## src/rtl/core/sbrc_pkg.sv

```systemverilog
`timescale 1ns / 1ps

package sbrc_pkg;

    localparam logic [7:0]  ACK_CODE      = 8'hCC;
    localparam logic [7:0]  NACK_CODE     = 8'h33;
    localparam logic [7:0]  ACK_LEAD      = 8'h00;
    localparam logic [7:0]  HEADER_BYTES  = 8'd2;
    localparam logic [15:0] TIMEOUT_RESET = 16'd1000;

    typedef enum logic [1:0] {
        OP_ARM_ACK  = 2'd0,
        OP_ARM_DATA = 2'd1,
        OP_BYTE     = 2'd2,
        OP_TICK     = 2'd3
    } t_op;

    typedef enum logic [1:0] {
        ST_OK       = 2'd0,
        ST_TIMEOUT  = 2'd1,
        ST_ERROR    = 2'd2,
        ST_CHECKSUM = 2'd3
    } t_status;

    typedef enum logic [2:0] {
        PH_IDLE       = 3'd0,
        PH_ACK_FIRST  = 3'd1,
        PH_ACK_SECOND = 3'd2,
        PH_LEN        = 3'd3,
        PH_SUM        = 3'd4,
        PH_PAYLOAD    = 3'd5
    } t_phase;

    typedef struct packed {
        logic [1:0] op;
        logic [7:0] rx_byte;
        logic [7:0] max_len;
    } t_in_item;

    typedef struct packed {
        logic       is_final;
        logic [7:0] payload_byte;
        logic [1:0] status;
        logic       was_ack;
    } t_out_item;

endpackage

```

## src/rtl/core/sbrc_engine.sv

```systemverilog
`timescale 1ns / 1ps

module sbrc_engine (
    input  logic               i_clk,
    input  logic               i_rst_n,
    input  logic               i_cfg_we,
    input  logic [15:0]        i_cfg_wdata,
    input  logic               i_step,
    input  sbrc_pkg::t_in_item i_item,
    output logic               o_res_valid,
    output sbrc_pkg::t_out_item o_res
);

    sbrc_pkg::t_phase r_phase,  n_phase;
    logic [7:0]       r_first_byte, n_first_byte;
    logic [7:0]       r_expected_sum, n_expected_sum;
    logic [7:0]       r_bytes_left, n_bytes_left;
    logic [7:0]       r_running_sum, n_running_sum;
    logic [15:0]      r_idle_ticks, n_idle_ticks;
    logic [7:0]       r_length_limit, n_length_limit;
    logic [15:0]      r_timeout_ticks;

    logic       w_armed;
    logic [7:0] w_len_minus;
    logic [7:0] w_left_dec;
    logic [7:0] w_sum_add;
    logic       w_timed_out;
    logic       w_too_long;

    assign w_armed     = (r_phase != sbrc_pkg::PH_IDLE);
    assign w_len_minus = i_item.rx_byte - sbrc_pkg::HEADER_BYTES;
    assign w_left_dec  = r_bytes_left - 8'd1;
    assign w_sum_add   = r_running_sum + i_item.rx_byte;
    assign w_timed_out = (r_idle_ticks >= r_timeout_ticks);
    assign w_too_long  = (r_bytes_left > r_length_limit);

    // Next state.
    always_comb begin
        n_phase        = r_phase;
        n_first_byte   = r_first_byte;
        n_expected_sum = r_expected_sum;
        n_bytes_left   = r_bytes_left;
        n_running_sum  = r_running_sum;
        n_idle_ticks   = r_idle_ticks;
        n_length_limit = r_length_limit;
        if (i_step) begin
            unique case (sbrc_pkg::t_op'(i_item.op))
                sbrc_pkg::OP_ARM_ACK, sbrc_pkg::OP_ARM_DATA: begin
                    if (i_item.op == sbrc_pkg::OP_ARM_ACK) begin
                        n_phase = sbrc_pkg::PH_ACK_FIRST;
                    end else begin
                        n_phase        = sbrc_pkg::PH_LEN;
                        n_length_limit = i_item.max_len;
                    end
                    n_first_byte   = 8'd0;
                    n_expected_sum = 8'd0;
                    n_bytes_left   = 8'd0;
                    n_running_sum  = 8'd0;
                    n_idle_ticks   = 16'd0;
                end
                sbrc_pkg::OP_BYTE: begin
                    if (w_armed) begin
                        n_idle_ticks = 16'd0;
                    end
                    unique case (r_phase)
                        sbrc_pkg::PH_ACK_FIRST: begin
                            n_first_byte = i_item.rx_byte;
                            n_phase      = sbrc_pkg::PH_ACK_SECOND;
                        end
                        sbrc_pkg::PH_ACK_SECOND: begin
                            n_phase = sbrc_pkg::PH_IDLE;
                        end
                        sbrc_pkg::PH_LEN: begin
                            n_bytes_left = w_len_minus;
                            n_phase      = sbrc_pkg::PH_SUM;
                        end
                        sbrc_pkg::PH_SUM: begin
                            n_expected_sum = i_item.rx_byte;
                            n_running_sum  = 8'd0;
                            if (w_too_long || r_bytes_left == 8'd0) begin
                                n_phase = sbrc_pkg::PH_IDLE;
                            end else begin
                                n_phase = sbrc_pkg::PH_PAYLOAD;
                            end
                        end
                        sbrc_pkg::PH_PAYLOAD: begin
                            n_running_sum = w_sum_add;
                            n_bytes_left  = w_left_dec;
                            if (w_left_dec == 8'd0) begin
                                n_phase = sbrc_pkg::PH_IDLE;
                            end
                        end
                        default: begin
                            n_phase = r_phase;
                        end
                    endcase
                end
                sbrc_pkg::OP_TICK: begin
                    if (w_armed) begin
                        if (w_timed_out) begin
                            n_phase = sbrc_pkg::PH_IDLE;
                        end else begin
                            n_idle_ticks = r_idle_ticks + 16'd1;
                        end
                    end
                end
                default: begin
                    n_phase = r_phase;
                end
            endcase
        end
    end

    // Result of the current transaction.
    always_comb begin
        o_res_valid        = 1'b0;
        o_res.is_final     = 1'b1;
        o_res.payload_byte = 8'd0;
        o_res.status       = sbrc_pkg::ST_OK;
        o_res.was_ack      = 1'b0;
        if (i_item.op == sbrc_pkg::OP_BYTE) begin
            unique case (r_phase)
                sbrc_pkg::PH_ACK_SECOND: begin
                    o_res_valid = 1'b1;
                    if (r_first_byte == sbrc_pkg::ACK_LEAD
                        && (i_item.rx_byte == sbrc_pkg::ACK_CODE
                            || i_item.rx_byte == sbrc_pkg::NACK_CODE)) begin
                        o_res.was_ack = (i_item.rx_byte == sbrc_pkg::ACK_CODE);
                    end else begin
                        o_res.status = sbrc_pkg::ST_ERROR;
                    end
                end
                sbrc_pkg::PH_SUM: begin
                    if (w_too_long) begin
                        o_res_valid  = 1'b1;
                        o_res.status = sbrc_pkg::ST_ERROR;
                    end else if (r_bytes_left == 8'd0) begin
                        o_res_valid  = 1'b1;
                        o_res.status = (i_item.rx_byte == 8'd0) ? sbrc_pkg::ST_OK
                                                                : sbrc_pkg::ST_CHECKSUM;
                    end
                end
                sbrc_pkg::PH_PAYLOAD: begin
                    o_res_valid        = 1'b1;
                    o_res.payload_byte = i_item.rx_byte;
                    if (w_left_dec == 8'd0) begin
                        o_res.status = (w_sum_add == r_expected_sum) ? sbrc_pkg::ST_OK
                                                                    : sbrc_pkg::ST_CHECKSUM;
                    end else begin
                        o_res.is_final = 1'b0;
                    end
                end
                default: begin
                    o_res_valid = 1'b0;
                end
            endcase
        end else if (i_item.op == sbrc_pkg::OP_TICK && w_armed && w_timed_out) begin
            o_res_valid  = 1'b1;
            o_res.status = sbrc_pkg::ST_TIMEOUT;
        end
    end

    always_ff @(posedge i_clk) begin
        if (!i_rst_n) begin
            r_phase         <= sbrc_pkg::PH_IDLE;
            r_first_byte    <= 8'd0;
            r_expected_sum  <= 8'd0;
            r_bytes_left    <= 8'd0;
            r_running_sum   <= 8'd0;
            r_idle_ticks    <= 16'd0;
            r_length_limit  <= 8'd0;
            r_timeout_ticks <= sbrc_pkg::TIMEOUT_RESET;
        end else begin
            r_phase        <= n_phase;
            r_first_byte   <= n_first_byte;
            r_expected_sum <= n_expected_sum;
            r_bytes_left   <= n_bytes_left;
            r_running_sum  <= n_running_sum;
            r_idle_ticks   <= n_idle_ticks;
            r_length_limit <= n_length_limit;
            if (i_cfg_we) begin
                r_timeout_ticks <= i_cfg_wdata;
            end
        end
    end

endmodule

```

## config.mk

```make
export PLATFORM = sky130hd
export DESIGN_NAME = sbrc_engine
export DESIGN_NICKNAME = d
export VERILOG_FILES = /design/src/rtl/core/sbrc_pkg.sv /design/src/rtl/core/sbrc_engine.sv
export SDC_FILE = /design/constraint.sdc
export NUM_CORES = 1
export LEC_CHECK = 0
export BUFFER_PORTS_ARGS = -buffer_cell sky130_fd_sc_hd__buf_2
export CORE_ASPECT_RATIO = 2
export CORE_MARGIN = 3
export CORE_UTILIZATION = 60
export DETAILED_ROUTE_END_ITERATION = 8
export PLACE_DENSITY_LB_ADDON = 0.3
export SLEW_MARGIN = 20
export SYNTH_ARGS = -nofsm -noshare
export SYNTH_HDL_FRONTEND = slang
export SYNTH_SLANG_ARGS = --single-unit
```

## constraint.sdc

```tcl
create_clock -name i_clk -period 3.6 [get_ports i_clk]
set_input_delay 0.36 -clock i_clk [delete_from_list [all_inputs] [get_ports i_clk]]
set_output_delay 0.36 -clock i_clk [all_outputs]
set_load 0.01 [all_outputs]
```

==> qor.csv <==
stage;metric;value;unit
pwr;p_leak;0.00225;uW
drt;drtAntennaViolNets;0;
synth;postSynthAreaPerCell;7.85;sq um
min_path;worst_hold_path.endpoint;r_timeout_ticks[3];
worst_setup_path;critPathArrivalTime;3.09;ns
drt;wl_per_cell;16.8;um
cts;cts_root_buffer;clkbuf_16;
synth;syn_nets;694;
worst_setup_path;end_kind;output port;
worst_setup_path;critical-path-max-stage-delay;0.52;ns
worst_setup_path;critPathMostFrequentCell;nor3_2;
drt;first_pass_iters;5;
synth;synth-edff-count;0;
timing;relSlewSlack;36.9;%
timing;fin_worst_skew;0.00748;ns
placed_design;place_congestion;0.942;
drt;vias_per_cell;6.36;
die;pin_count;51;
worst_setup_path;crit_type;reg2out;
worst_setup_path;r2r-end;r_idle_ticks[10];
cts;cts.clk_slew.worst_paths;0.05;ns
timing;rsz0062_at_grt;no;
worst_setup_path;required;3.24;ns
drt;finalWirelength;12600;um
drt;drtIter0Drc;461;
die;initial_core_util;63.0;%
timing;fmax;290;MHz
timing;slew_violations;0;
finish;drive_above_1_share;12.3;%
global_route;antenna_found_initial;0;
finish;fill_cells;610;
placed_design;hpwl;9400;um
cts;cts_made_buffers;9;
finish;n_antenna_cell;0;
synth;yosysMostFrequentCell;dfxtp_1;
timing;post-route-period-util;95.8;%
cts;clockBufferDepth;2;
status;outcome;finished, final reports clean;
die;placementRows;45;
worst_setup_path;r2r_cells;8;
finish;final_nets;730;
worst_setup_path;crit_path_start;r_running_sum[0];
worst_setup_path;crit_family;simple AND/OR/NAND/NOR gates;
die;placeableCoreArea;0.00771;sq mm
synth;synth_top_flop_cell;dfxtp_1;
pwr;irDropWorstVdd;0.000312;V
global_route;grt_use_total;27.7;%
pwr;p_per_area;384;mW/mm^2
cts;cts_tree;built;
cts;h-tree-depth;3;
cts;hold_buffers;0;
timing;setup_viol;0;
finish;seq_area;0.00150;sq mm
synth;synth_warnings;0;
finish;multiInputGateArea;0.00309;sq mm
finish;area_growth;13.1;%
die;die_w;69.7;um
synth;synth_cell_types;59;
synth;synth_seq_area_share;30.9;%
synth;async_reset_ff_share;0;%
cts;worstSkewPairLatency;0.34;ns
drt;drc;0;
cts;numClockSinks;75;
worst_setup_path;cp_max_fo;4;
global_route;grt_pass1_vias;4681;
die;dieHeight;133;um
synth;synth_commonest_cells;75 x dfxtp_1, 60 x nand2_1, 40 x inv_1;
flow_run;cap_viol_max_count;0;
drt;num_vias;4789;
worst_setup_path;critPathLaunchType;flip-flop;
synth;yosys-top-cells-area;dfxtp_1 31%, ha_1 9.3%, nand2_1 4.6%;
timing;setup-tns-final;0;ns
synth;netlist.area_leader.share;30.9;%
min_path;hold_path.startpoint;i_cfg_wdata[3];
timing;hold_viol_final;0;
synth;syn_area;0.00486;sq mm
min_path;min_path_type;in2reg;
worst_setup_path;crit_buf_inv;1;
synth;yosys.area.top_type;dfxtp_1;
synth;synth_cells;619;
worst_setup_path;cp_cell_sequence;ha_1, fa_1, a211oi_4, nor3_2, mux2i_1, or4_1, nor3_2, a21oi_1, or2_1, buf_2;
timing;worst_slew_pin_slew;0.940;ns
min_path;hold_path_depth;3;
timing;period_needed;3.45;ns
die;die_area;0.00929;sq mm
placed_design;io_buffers;50;
worst_setup_path;crit-reg2reg-launch;r_idle_ticks[6];
global_route;grt_overflow_total;0;
timing;fin_hold_ws;0.245;ns
synth;synth-seq-cells;75;
worst_setup_path;cpMaxStageDelayCell;or4_1;
worst_setup_path;rrSetupSlack;0.67;ns
global_route;grt_max_degree;37;
global_route;grt_pass1_wl;21100;um
[layout make-up]
| class | instances | area share (%) |
|---|---|---|
| multi-input combinational | 470 | 56.3 |
| sequential | 75 | 27.3 |
| clock inverter | 4 | 1.34 |
| tap | 94 | 2.14 |
| clock buffer | 11 | 4.60 |
| inverter | 42 | 2.87 |
| timing repair buffer | 57 | 5.50 |
[timing repair]
action	in CTS	in global routing
pin swaps	0	2
setup endpoints to repair	2	2
resized for setup	1	2
cloned	0	0
hold endpoints to repair	0	0
setup buffers	0	0
[power breakdown]
| part | internal, uW | leakage [uW] | switching [uW] |
|---|---|---|---|
| Combinational | 101 | 0.00148 | 161 |
| Clock | 640 | 0.000162 | 339 |
| Sequential | 853 | 0.000609 | 19.1 |
| Total | 1590 | 0.00225 | 520 |
[cells in the final DEF (no fill, tap or decap), types with 11 or more instances in the layout]
master | synthesis | routed
buf_2 | 5 | 50
nand2_1 | 60 | 60
nor3_1 | 12 | 11
and3_1 | 14 | 14
inv_1 | 40 | 40
o211ai_1 | 12 | 12
nand3_1 | 35 | 35
dfxtp_1 | 75 | 75
ha_1 | 36 | 36
a22oi_1 | 14 | 14
nor2_1 | 34 | 34
o21ai_1 | 16 | 16
mux2i_1 | 12 | 12
o21ai_0 | 23 | 23
a21oi_1 | 27 | 27
nor2b_1 | 29 | 29
[flip-flops by register name, summed over array words and instances (netlist names)]
| register | count |
|---|---|
| r_bytes_left | 8 |
| r_expected_sum | 8 |
| r_first_byte | 8 |
| r_idle_ticks | 16 |
| r_length_limit | 8 |
| r_phase | 3 |
| r_running_sum | 8 |
| r_timeout_ticks | 16 |
[tightest hold or removal path: stages]
cell      delay [ns]
buf_2           0.07
nand2_1         0.04
o211ai_1        0.07
[worst max-delay path by stage]
stage / endpoint / slack (ns) / depth (start not counted)
3_5_place_dp: o_res[2] / 0.002 / 11
4_1_cts: o_res[2] / 0.006 / 10
3_3_place_gp: o_res[2] / 0.05 / 11
5_1_grt: o_res[2] / 0.02 / 10
2_1_floorplan: o_res[2] / 0.62 / 9
6_report: o_res[2] / 0.15 / 10
[layer usage]
metal | wire length [um] | track usage, %
met5 | 0 | 0
met4 | 394 | 13.1
met3 | 600 | 5.06
met2 | 6980 | 52.3
met1 | 4660 | 28.8
[cell families after synthesis]
logic type	share of synthesized area (%)
buf+inv	5.84
flops	30.9
xor+xnor	3.06
simple gates	26.3
mux	2.47
compound gates	21.8
fa+ha+maj	9.68
[through the flow]
| step | std cells | power (uW) | utilization, % | cell area (sq um) | setup WS (ns) |
|---|---|---|---|---|---|
| after detailed placement | 738 | 1150 | 66.8 | 5160 | 0.00249 |
| after CTS | 753 | 2130 | 71.1 | 5490 | 0.00639 |
| after global routing | 753 | 2190 | 71.3 | 5500 | 0.0162 |
| after global placement | 738 | 1140 | 66.8 | 5160 | 0.0466 |
| after floorplan | 619 | 1060 | - | 4860 | 0.625 |
| final | 753 | 2110 | 71.3 | 5500 | 0.150 |
Note: power is estimated with default switching activity, not from simulation.
